===== src/rtl/core/cfa_pkg.sv =====
`default_nettype none
package cfa_pkg;

  localparam int NodeAw = 12;
  localparam int NodeDepth = 4096;
  localparam logic [1:0] CMD_LOAD = 2'd0;
  localparam logic [1:0] CMD_XPART = 2'd1;
  localparam logic [1:0] CMD_YPART = 2'd2;
  localparam logic [1:0] SOIL_A = 2'd1;
  localparam logic [1:0] SOIL_B = 2'd2;
  localparam logic [1:0] REG_COND_A = 2'd0;
  localparam logic [1:0] REG_COND_B = 2'd1;
  localparam logic [1:0] REG_UNIT_AXIS = 2'd2;
  localparam logic [1:0] REG_CELL_SIZE = 2'd3;
  localparam logic signed [63:0] ONE_Q16 = 64'sd65536;

  // shared multiplier request
  typedef struct packed {
    logic signed [32:0] a;
    logic signed [32:0] b;
  } mul_req_t;

  // divider control
  typedef struct packed {
    logic        start;
    logic [63:0] dividend;
    logic [30:0] divisor;
  } div_req_t;

  function automatic logic signed [63:0] sat32(input logic signed [65:0] x);
    if (x > 66'sd2147483647) return 64'sd2147483647;
    if (x < -66'sd2147483648) return -64'sd2147483648;
    return x[63:0];
  endfunction

endpackage
`default_nettype wire


===== src/rtl/core/cfa_mul.sv =====
`default_nettype none
module cfa_mul
  import cfa_pkg::*;
(
  input  wire logic                clk,
  input  wire mul_req_t            req,
  output logic signed [63:0]       prod_floor
);
  logic signed [65:0] prod;

  // multiply and floor the Q16.16 product, registered
  assign prod = req.a * req.b;
  always_ff @(posedge clk) begin
    prod_floor <= $signed(prod[63:0]) >>> 16;
  end
endmodule
`default_nettype wire


===== config.mk =====
export PLATFORM = sky130hd
export DESIGN_NAME = cfa_mul
export DESIGN_NICKNAME = d
export VERILOG_FILES = /design/src/rtl/core/cfa_pkg.sv /design/src/rtl/core/cfa_mul.sv
export SDC_FILE = /design/constraint.sdc
export NUM_CORES = 2
export LEC_CHECK = 0
export BUFFER_PORTS_ARGS = -buffer_cell sky130_fd_sc_hd__buf_2
export CAP_MARGIN = 25
export CORE_MARGIN = 8
export CORE_UTILIZATION = 60
export CTS_CLUSTER_DIAMETER = 120
export DETAILED_ROUTE_END_ITERATION = 6
export HOLD_SLACK_MARGIN = 0.08
export PLACE_DENSITY = 0.78
export RECOVER_POWER = 50
export SETUP_SLACK_MARGIN = 0.4
export SYNTH_ARGS = -nofsm -noshare
export SYNTH_HDL_FRONTEND = slang
export SYNTH_SLANG_ARGS = --single-unit
export TNS_END_PERCENT = 50

===== constraint.sdc =====
create_clock -name clk -period 10.6 [get_ports clk]
set_input_delay 1.59 -clock clk [delete_from_list [all_inputs] [get_ports clk]]
set_output_delay 1.59 -clock clk [all_outputs]
set_load 0.05 [all_outputs]

======== After elaboration in Yosys (flattened, before gate mapping) ========
Cells that the tools add are included.
storage, ports and cells
  memory bits (writable) .................. 0
  latch bits .............................. 0
  logic and storage cells ................. 2
  ROM bits ................................ 0
  memories kept ........................... 0
  flip-flop bits (word level) ............. 48
operators by class
  multiplexer cells ....................... 0
  add/sub/neg operators ................... 0
  divide/modulo/power cells ............... 0
  eq/ne operators ......................... 0
  $lt $le $gt $ge ......................... 0
  reductions and logical operators ........ 0
  bitwise operators ....................... 0
  multiply operators ...................... 1
  shift operators ......................... 0
operator list
  cell                          count
  multiplier 33 x 33 -> 64 bit  1

======== Longest topological paths before layout ========
  depth in word-level cells ............... 1
  gate-level depth with buffers ........... 28
  depth with buffers taken out ............ 26

======== Worst setup path after synthesis ========
OpenSTA, ideal clock, no wires.
  kind .................................... input -> register
  start ................................... in req[0] in the netlist's numbering
  end ..................................... reg, netlist name prod_floor[47]
  path slack .............................. 1904 ps
  required time ........................... 10528 ps
  arrival time ............................ 8624 ps
  stages .................................. 25
  path through ............................ clkbuf_1 -> nand2_1 -> inv_1 -> fa_1 -> fa_1 -> fa_1 -> inv_1 -> fa_1 -> inv_1 -> fa_1 -> fa_1 -> inv_1 -> fa_1 -> fa_1 -> inv_1 -> ha_1 -> a21oi_1 -> o21bai_1 -> a21oi_1 -> o21bai_1 -> a21o_1 -> a21oi_1 -> nand2_1 -> o221ai_1 -> xnor2_1
between the ends
  longest elaborated chain between the ends .. 1
ends and longest elaborated chain
  item                          RTL line       RTL
  start: declaration            cfa_mul.sv:6   input wire mul_req_t req,
  multiplier 33 x 33 -> 64 bit  cfa_mul.sv:12  assign prod = req.a * req.b;
  via prod[63]                  cfa_mul.sv:9   logic signed [65:0] prod;
The timed path passes the listed nets, and every way through them passes these cells.

======== Worst setup path in the final report ========
  start ................................... in req[9] in the netlist's numbering
  end ..................................... reg, netlist name prod_floor[47]
between the ends
  longest elaborated chain between the ends .. 1
ends and longest elaborated chain
  item                          RTL line
  multiplier 33 x 33 -> 64 bit  cfa_mul.sv:12
  via prod[63]                  cfa_mul.sv:9
The timed path passes the listed nets, and every way through them passes these cells.

==> metrics.yaml <==
outcome: "finished clean"
die_y_um: 270
core_mm2: 0.0642
tritoncts: "yes"
drc: 0
maxCapViolCount: 0
clk_path_buf_depth: 2
cts_resized: 0
synth_top_flop_cell: "dfxtp_1"
netlist_instances: 4104
routed_wl_um: 102000
reg.largest.list: "prod_floor x48"
timing.fmax_mhz: 106
crit_required_ns: 10.83
tightest_slew_ns: 1.05
io_buffers: 130
n_fill_cell: 5276
ios: 131
synth-seq-area-share_pct: 2.48
grt_pass1_wl_um: 166000
crit_chain: "buf_2 > and2_1 > fa_1 > fa_1 > inv_1 > fa_1 > inv_1 > fa_1 > fa_1 > fa_1 > fa_1 > inv_1 > fa_1 > inv_1 > ha_1 > nand2_1 > o21ai_0 > a21oi_1 > a31oi_1 > o2111a_2 > o21ai_1 > a21boi_1 > o221ai_1 > xnor2_1"
synthArstFlopShare_pct: 0
hold_class: "input pin to register"
n_antenna_cell: 0
viasPerCell: 5.58
cts_buffers: 5
dieArea_mm2: 0.0730
track_usage_pct: 29.0
post-synth-top-count-cell: "fa_1"
ys_top_cells_by_count: "fa_1 (1124), inv_1 (1075), nand2_1 (549), and2_1 (541), ha_1 (207)"
crit_path_start_kind: "input pin"
syn_nets: 5502
holdCritStartpoint: "req[65]"
min_delay_worst_endpoint: "prod_floor[47]"
grt_max_degree: 35
drt_iter0_markers: 2024
yosysTopAreaCell: "fa_1"
totalNegativeSetupSlack_ns: 0
cp_data_arrival_time_ns: 9.63
slowest_stage: "fa_1"
setup_viol: 0
cts_root_buf: "clkbuf_16"
vias: 27400
nNetsFinal: 5454
synth_cell_types: 62
top_register: "prod_floor"
clock-sinks: 48
maxSlewViolCount: 0
ys_seq_elements: 48
antenna_found_initial: 3
ys_warn_count: 0
synth_top_area_share_pct: 58.0
critPathCaptureType: "register"
start_util_pct: 60.4
die_w_um: 270
cts_hold_buf: 0
critPathMaxStageDelay_ns: 0.69
place_area_mm2: 0.0399
largest_register_ffs: 48
worstHoldPathCells: 7
dr.pass1.iters: 6
path_class: "input pin to register"
route.antenna.remaining_nets: 0
period_minus_slack_ns: 9.40
max_slew_margin_pct: 30.1
place_congestion: 0.938
finalInstanceArea_mm2: 0.0400
globalRouteOverflowTotal: 0
worst-path-max-fanout: 33
synth_edf_count: 0
wl_per_cell_um: 20.8
drive_gt1_share_pct: 3.40
rsz0062_at_grt: "no"
post-route-period-util_pct: 88.7
holdWs_ns: 2.40
final_hold_viol_count: 0
syn_area_per_cell_um2: 9.45
grt_pass1_vias: 31000
clk_pin_slew_ns: 0.08
rows: 93
dp_hpwl_um: 80900
synth_area_mm2: 0.0388
path_common_cell: "fa_1"
netlist_top_cells_area: "fa_1 (58%), inv_1 (10%), and2_1 (8.7%)"
htree_levels: 2
post-cts-setup-buffers: 0
syn_to_final_growth_pct: 3.02
-- cell families (layout without fill, tap and decap cells) --
| family | count (synthesis) | count (layout) | share of synthesized area (%) |
|---|---|---|---|
| mux | 1 | 1 | 0.0258 |
| flops | 48 | 48 | 2.48 |
| compound gates | 166 | 166 | 2.98 |
| xor+xnor | 67 | 67 | 1.51 |
| fa+ha+maj | 1331 | 1331 | 64.7 |
| buf+inv | 1294 | 1247 | 12.7 |
| simple gates | 1197 | 1197 | 15.6 |
-- worst max path at each step --
stage	depth (start not counted)	end	startpoint	slack, ns
2_1_floorplan	25	prod_floor[47]	req[0]	1.90
3_3_place_gp	21	prod_floor[47]	req[1]	1.04
3_5_place_dp	21	prod_floor[47]	req[1]	0.84
4_1_cts	21	prod_floor[47]	req[1]	1.20
5_1_grt	21	prod_floor[47]	req[1]	0.87
6_report	24	prod_floor[47]	req[9]	1.20
-- per-layer routing --
metal	routed length (µm)	share of wire, %	global-route usage [%]
met5	13	0.013	0
met4	7050	6.9	16.8
met3	9570	9.4	5.42
met2	48700	48	47.2
met1	36800	36	36.4
-- layout by cell type, fill, tap and decap left out, types with 4 or more instances in the layout --
cell / instances
buf_4: 34
and3_1: 4
xnor2_1: 44
inv_1: 1075
a21o_1: 24
clkbuf_1: 56
o21bai_1: 8
nor2_1: 23
o21ai_1: 12
o21a_1: 4
a211oi_1: 5
ha_1: 207
dfxtp_1: 48
xor2_1: 23
clkbuf_16: 5
a21oi_1: 57
nor3_1: 5
fa_1: 1124
buf_2: 74
nand2b_1: 7
nand3_1: 15
nand2_1: 549
o21ai_0: 16
nand4_1: 10
a31oi_1: 4
and2_1: 541
nor2b_1: 29
-- through the flow --
stage          setup slack (ns)  utilization, %  cells
6_report                   1.20            62.2   4912
5_1_grt                   0.870            62.2   4912
4_1_cts                    1.20            62.3   4912
3_5_place_dp              0.843            62.1   4904
3_3_place_gp               1.04            62.1   4904
2_1_floorplan              1.90               -   4104
-- critical path, delay by kind of cell --
| family | cells | cell delay (ns) |
|---|---|---|
| xor gates and xnor gates | 1 | 0.15 |
| adders and majority gates | 9 | 4.67 |
| buffers and inverters | 5 | 0.89 |
| and+or+nand+nor | 2 | 0.40 |
| AOI/OAI and AO/OA | 7 | 1.87 |
-- area by class of cell --
class	count	area, µm²	area share, %
sequential	48	961	2.40
clock inverter	3	22.5	0.0564
clock buffer	5	125	0.313
inverter	1075	4040	10.1
multi-input combinational	2762	32900	82.4
timing repair buffer	164	836	2.09
tap	855	1070	2.68
Power is not shown: default switching activity piles up to over one toggle a cycle in this logic, so the estimate is an artifact.
