### src/rtl/core/cfa_pkg.sv
`default_nettype none
package cfa_pkg;

  localparam int NodeAw = 12;
  localparam int NodeDepth = 4096;
  localparam logic [1:0] CMD_LOAD = 2'd0;
  localparam logic [1:0] CMD_XPART = 2'd1;
  localparam logic [1:0] CMD_YPART = 2'd2;
  localparam logic [1:0] SOIL_A = 2'd1;
  localparam logic [1:0] SOIL_B = 2'd2;
  localparam logic [1:0] REG_COND_A = 2'd0;
  localparam logic [1:0] REG_COND_B = 2'd1;
  localparam logic [1:0] REG_UNIT_AXIS = 2'd2;
  localparam logic [1:0] REG_CELL_SIZE = 2'd3;
  localparam logic signed [63:0] ONE_Q16 = 64'sd65536;

  // shared multiplier request
  typedef struct packed {
    logic signed [32:0] a;
    logic signed [32:0] b;
  } mul_req_t;

  // divider control
  typedef struct packed {
    logic        start;
    logic [63:0] dividend;
    logic [30:0] divisor;
  } div_req_t;

  function automatic logic signed [63:0] sat32(input logic signed [65:0] x);
    if (x > 66'sd2147483647) return 64'sd2147483647;
    if (x < -66'sd2147483648) return -64'sd2147483648;
    return x[63:0];
  endfunction

endpackage
`default_nettype wire

### src/rtl/core/cfa_div.sv
`default_nettype none
module cfa_div
  import cfa_pkg::*;
(
  input  wire logic        clk,
  input  wire logic        rst_n,
  input  wire div_req_t    req,
  output logic             done,
  output logic [79:0]      quot
);
  // restoring divider, one quotient bit a cycle over dividend << 16
  logic [6:0]  cnt_r, cnt_nxt;
  logic        busy_r, busy_nxt;
  logic [79:0] q_r, q_nxt;
  logic [31:0] rem_r, rem_nxt;
  logic [31:0] trial;
  logic [30:0] den;

  assign den = (req.divisor == '0) ? 31'd1 : req.divisor;
  assign trial = {rem_r[30:0], q_r[79]};

  always_comb begin
    cnt_nxt = cnt_r;
    busy_nxt = busy_r;
    q_nxt = q_r;
    rem_nxt = rem_r;
    done = 1'b0;
    if (req.start) begin
      busy_nxt = 1'b1;
      cnt_nxt = 7'd0;
      q_nxt = {req.dividend, 16'd0};
      rem_nxt = '0;
    end else if (busy_r) begin
      // shift one bit in, subtract when it fits
      q_nxt = {q_r[78:0], 1'b0};
      if (trial >= {1'b0, den}) begin
        rem_nxt = trial - {1'b0, den};
        q_nxt[0] = 1'b1;
      end else begin
        rem_nxt = trial;
      end
      cnt_nxt = cnt_r + 7'd1;
      if (cnt_r == 7'd79) begin
        busy_nxt = 1'b0;
      end
    end
    if (!busy_r && cnt_r == 7'd80) begin
      done = 1'b1;
    end
  end

  assign quot = q_r;

  always_ff @(posedge clk) begin
    if (!rst_n) begin
      busy_r <= 1'b0;
      cnt_r <= '0;
    end else begin
      busy_r <= busy_nxt;
      cnt_r <= (done ? 7'd0 : cnt_nxt);
    end
    q_r <= q_nxt;
    rem_r <= rem_nxt;
  end
endmodule
`default_nettype wire

### config.mk
export PLATFORM = sky130hd
export DESIGN_NAME = cfa_div
export DESIGN_NICKNAME = d
export VERILOG_FILES = /design/src/rtl/core/cfa_pkg.sv /design/src/rtl/core/cfa_div.sv
export SDC_FILE = /design/constraint.sdc
export NUM_CORES = 1
export LEC_CHECK = 0
export ABC_AREA = 1
export BUFFER_PORTS_ARGS = -buffer_cell sky130_fd_sc_hd__buf_2
export CORE_ASPECT_RATIO = 1.5
export CORE_UTILIZATION = 49
export DETAILED_ROUTE_END_ITERATION = 16
export HOLD_SLACK_MARGIN = 0.02
export PLACE_DENSITY = 0.82
export SYNTH_ARGS = -nofsm -noshare
export SYNTH_HDL_FRONTEND = slang
export SYNTH_SLANG_ARGS = --single-unit
### constraint.sdc
create_clock -name clk -period 3.2 [get_ports clk]
set_input_delay 0.48 -clock clk [delete_from_list [all_inputs] [get_ports clk]]
set_output_delay 0.48 -clock clk [all_outputs]
set_load 0.05 [all_outputs]
== Word-level counts from Yosys, hierarchy flattened ==
Index checks and enable logic that the tools add are counted.
W data, S select, Z words.

* Register bits: 119
* Latch bits: 0
* Bits in writable memories: 0
* Bits in read-only memories: 0
* Input port bits: 98
* Output and inout port bits: 81
* Word-level logic and storage cells: 25
* Memories: 0

* $add $sub $neg: 2
* Multiply operators: 0
* Divide/modulo/power cells: 0
* $lt $le $gt $ge: 1
* Equality and inequality tests: 2
* Shifts and indexed selects: 0
* Muxes and demuxes: 9
* Bitwise logic cells: 1
* Reduce and logical (&&, ||, !) cells: 5

{| class="wikitable"
|+ Operator list
! kind !! number
|-
| $mux W80 || 2
|-
| $mux W31 || 2
|-
| $ge A32 B31 Y1 || 1
|-
| $logic_not A31 Y1 || 1
|-
| $sub A31 B31 Y31 || 1
|-
| $eq A7 B7 Y1 const B || 2
|-
| $add A7 B1 Y7 const B || 1
|-
| $mux W1 || 5
|-
| $reduce_or A3 Y1 || 1
|-
| $reduce_bool A2 Y1 || 1
|-
| $logic_and A1 B1 Y1 || 1
|-
| $logic_not A1 Y1 || 1
|-
| $not A1 Y1 || 1
|}

== Depth between registers and ports, before layout ==
* Depth in word-level cells: 6
* Depth in mapped cells: 19

== Worst setup path before layout ==
OpenSTA, ideal clock, no wires.

* Path kind: reg-to-reg
* From: reg busy_r
* To: reg q_r[16] (netlist: quot[16]) (enable)
* Arrival: 2.617 ns
* Required time: 2.747 ns
* Slack: 0.130 ns
* Stages on the path, launching flop included: 5
* Cells stage by stage: dfxtp_1 buf_2 nor2_1 clkinv_1 buf_1

* Word-level cells in the longest chain between the ends: 1

{| class="wikitable"
|+ RTL lines
! element !! RTL line !! RTL
|-
| start: declaration || cfa_div.sv:13 || <nowiki>logic busy_r, busy_nxt;</nowiki>
|-
| start signal: assignment || cfa_div.sv:59 || <nowiki>busy_r <= busy_nxt;</nowiki>
|-
| $reduce_bool A2 Y1 (no source line) || - ||
|-
| end signal: assignment || cfa_div.sv:62 || <nowiki>q_r <= q_nxt;</nowiki>
|-
| end: declaration || cfa_div.sv:14 || <nowiki>logic [79:0] q_r, q_nxt;</nowiki>
|}

No other way between the ends.
A chain may end at the register's enable or synchronous reset.

== Final worst setup path ==
* From: in req[16] in the netlist's numbering
* To: reg rem_r[30]

* Word-level cells in the longest chain between the ends: 4
* Elaborated cells on any way between the ends: 5

{| class="wikitable"
|+ RTL lines
! element !! RTL line !! RTL
|-
| start: declaration || cfa_div.sv:7 || <nowiki>input wire div_req_t req,</nowiki>
|-
| $logic_not A31 Y1 || cfa_div.sv:19 || <nowiki>assign den = (req.divisor == '0) ? 31'd1 : req.divisor;</nowiki>
|-
| $mux W31 * || cfa_div.sv:19 ||
|-
| $sub A31 B31 Y31 or $ge A32 B31 Y1 (tied branches) || cfa_div.sv:37, cfa_div.sv:36 ||
|-
| $mux W31 * || cfa_div.sv:36 || <nowiki>if (trial >= {1'b0, den}) begin</nowiki>
|-
| end signal: assignment || cfa_div.sv:63 || <nowiki>rem_r <= rem_nxt;</nowiki>
|-
| end: declaration || cfa_div.sv:15 || <nowiki>logic [31:0] rem_r, rem_nxt;</nowiki>
|}

Mark *: on every way between the ends. The rest lies on a longest branch, timed or not.

==> impl_metrics.ini <==
[outcome]
status = finished clean

[cells_and_area]
nets = 1322
stdcell_area_um2 = 9230
post-route-util_pct = 62.6
drive_gt1_share_pct = 20.0
seqCellArea_um2 = 3020
syn_to_final_growth_pct = 23.4
antenna_cells = 0
multi_input_area_um2 = 3650
fillCellCount = 1324

[route]
viasPerCell = 5.21
wl_per_cell_um = 15.3
first_pass_iters = 5
vias = 7282
postRouteAntennaNets = 0
drc = 0
drtIter0Drc = 367
drt-total-wl_um = 21400

[cts]
cts_setup_buffers = 0
htree_levels = 4
cts_inserted_buffers = 17
clk_path_buf_depth = 2
cts_tree = yes
hold_buffers = 0
post_cts_resized = 0
clock_latency_ns = 0.42
clock-sinks = 119
clockRootBuffer = clkbuf_16
clk_pin_slew_worst_paths_ns = 0.06

[critical_path]
cp.required_ns = 3.51
critPathKind = input port to flip-flop
crit_path_max_fanout = 11
r2r_slack_ns = 0.92
setup.worst_path.start_class = input port
worstSetupEndpointType = flip-flop
arrival_ns = 2.98

[synth]
async_flop_share_pct = 0
synth_edf_count = 64
yosysSeqAreaShare_pct = 40.4
yosys-top-cells-area = edfxtp_1 26%, nand2_1 17%, dfxtp_1 15%
yosysTopAreaCell = edfxtp_1
syn_area_um2 = 7480
synth.top_cell.area_share_pct = 25.7
synth-seq-cells = 119
synthMostInstantiatedCell = nand2_1
ys.flop_type = edfxtp_1
avgSynthCellArea_um2 = 7.39
syn-num-nets = 1143
yosys-top-cells-count = 344 x nand2_1, 170 x inv_1, 66 x nand3_1
yosysUniqueCellTypes = 38
yosysWarnings = 0
synthCells = 1011

[floorplanning]
coreArea_um2 = 14700
fp.dieArea_um2 = 15800
die_h_um = 153
start_util_pct = 50.8
die_w_um = 103
ioPinCount = 179
row_count = 54

[timing]
setup_viol = 0
skew_ns = 0.00990
rsz0062_at_grt = no
maxSlewHeadroom_pct = 53.9
fin_crit_ns = 2.67
period_share_pct = 83.5
fmax_mhz = 374
tightestPinTransition_ns = 0.690
hold_violations = 0
setup_tns_ns = 0
slew_viol_final = 0

[placed_design]
portBuffers = 178
placed_area_um2 = 8610
hpwl_um = 15900
gp_congestion = 0.919

[grt]
grt_pass1_vias = 7256
grt.total_usage_pct = 28.0
grt_pass1_wl_um = 34100
grt_max_degree = 97
grt-ovfl-total = 0
antenna_found_initial = 0

[power_and_ir_drop]
p_total_mw = 4.52
p_per_area_nw_per_um2 = 490
ir_drop_mv = 0.375
power.leakage_nw = 4.88

[job]
max-cap-violations = 0

[hold_path]
hp-class = input port to flip-flop
-- stage by stage --
step           hold WS [ns]  instances  setup WS [ns]
2_1_floorplan         0.439       1011          0.130
3_3_place_gp          0.458       1367          0.155
3_5_place_dp          0.463       1367          0.149
4_1_cts               0.296       1399          0.537
5_1_grt               0.303       1399          0.181
6_report              0.306       1399          0.528
-- layout make-up --
type	instances	area share (%)
multi-input cells	686	39.6
inverters	174	7.08
flip-flops and latches	119	32.8
clock inverters	14	2.05
repair buffers	192	11.2
clock buffers	18	4.65
well taps	196	2.66
-- sequential cells by signal (all words and copies together), names as in the netlist --
signal / flops
busy_r: 1
cnt_r: 7
quot: 80
rem_r: 31
-- power by group --
part	switching [mW]	internal, mW	total (mW)
combinational	0.516	0.200	0.716
sequential	0.0477	1.71	1.76
clock	0.798	1.25	2.05
-- metal layers --
layer  global-route usage, %  share of wire, %
met1                    31.0                39
met2                    48.3                50
met3                    5.26               5.7
met4                    17.2               5.5
met5                       0                 0
-- cell families (layout without fill, tap and decap cells) --
logic type      Yosys count  after routing  share of synthesized area (%)
buf+inv                 206            398                           10.8
flops                   119            119                           40.4
simple gates            528            528                           30.2
compound gates          107            107                           10.8
xor+xnor                 17             17                           1.99
fa+ha+maj                34             34                           5.79
-- layout by cell type, fill, tap and decap left out, types with 3 or more instances in the layout --
cell type / instances
clkinv_4: 3
a22o_1: 63
clkbuf_16: 17
bufinv_16: 3
nand4_1: 11
nor2_2: 5
edfxtp_1: 64
a21oi_1: 20
nand3b_1: 23
nand2_2: 3
o22ai_1: 15
xor2_1: 4
inv_1: 170
o21ai_0: 3
ha_1: 33
nor4_1: 8
nand3_1: 66
inv_2: 4
xnor2_1: 13
buf_4: 11
dfxtp_1: 55
buf_2: 178
inv_6: 4
nor2_1: 55
nor3_1: 6
buf_12: 3
nand2_1: 344
-- path summary, 6_finish.rpt --
kind / start / endpoint / cells after the start
worst min register to register: rem_r[2]$_SDFFE_PP0P_ / rem_r[2]$_SDFFE_PP0P_ / 2
worst min-delay path: rst_n / busy_r$_SDFF_PN0_ / 3
worst max-delay path: req[16] / rem_r[30]$_SDFFE_PP0P_ / 20
worst max register to register: quot[79]$_DFFE_PP_ / rem_r[28]$_SDFFE_PP0P_ / 13
-- critical path, stage by stage --
cell,delay (ns)
buf_2,0.10
nor4_1,0.31
buf_4,0.20
nand4_1,0.17
o21bai_1,0.19
ha_1,0.20
fa_1,0.21
inv_1,0.07
nand2_1,0.07
nand2_1,0.05
nand3b_1,0.07
nand2_1,0.07
nand2_1,0.10
nand3_2,0.07
nand2_2,0.12
nand2_4,0.06
nand2_2,0.20
nand2_1,0.10
nand2_1,0.07
nand2_1,0.04
(Power assumes the default switching activity.)
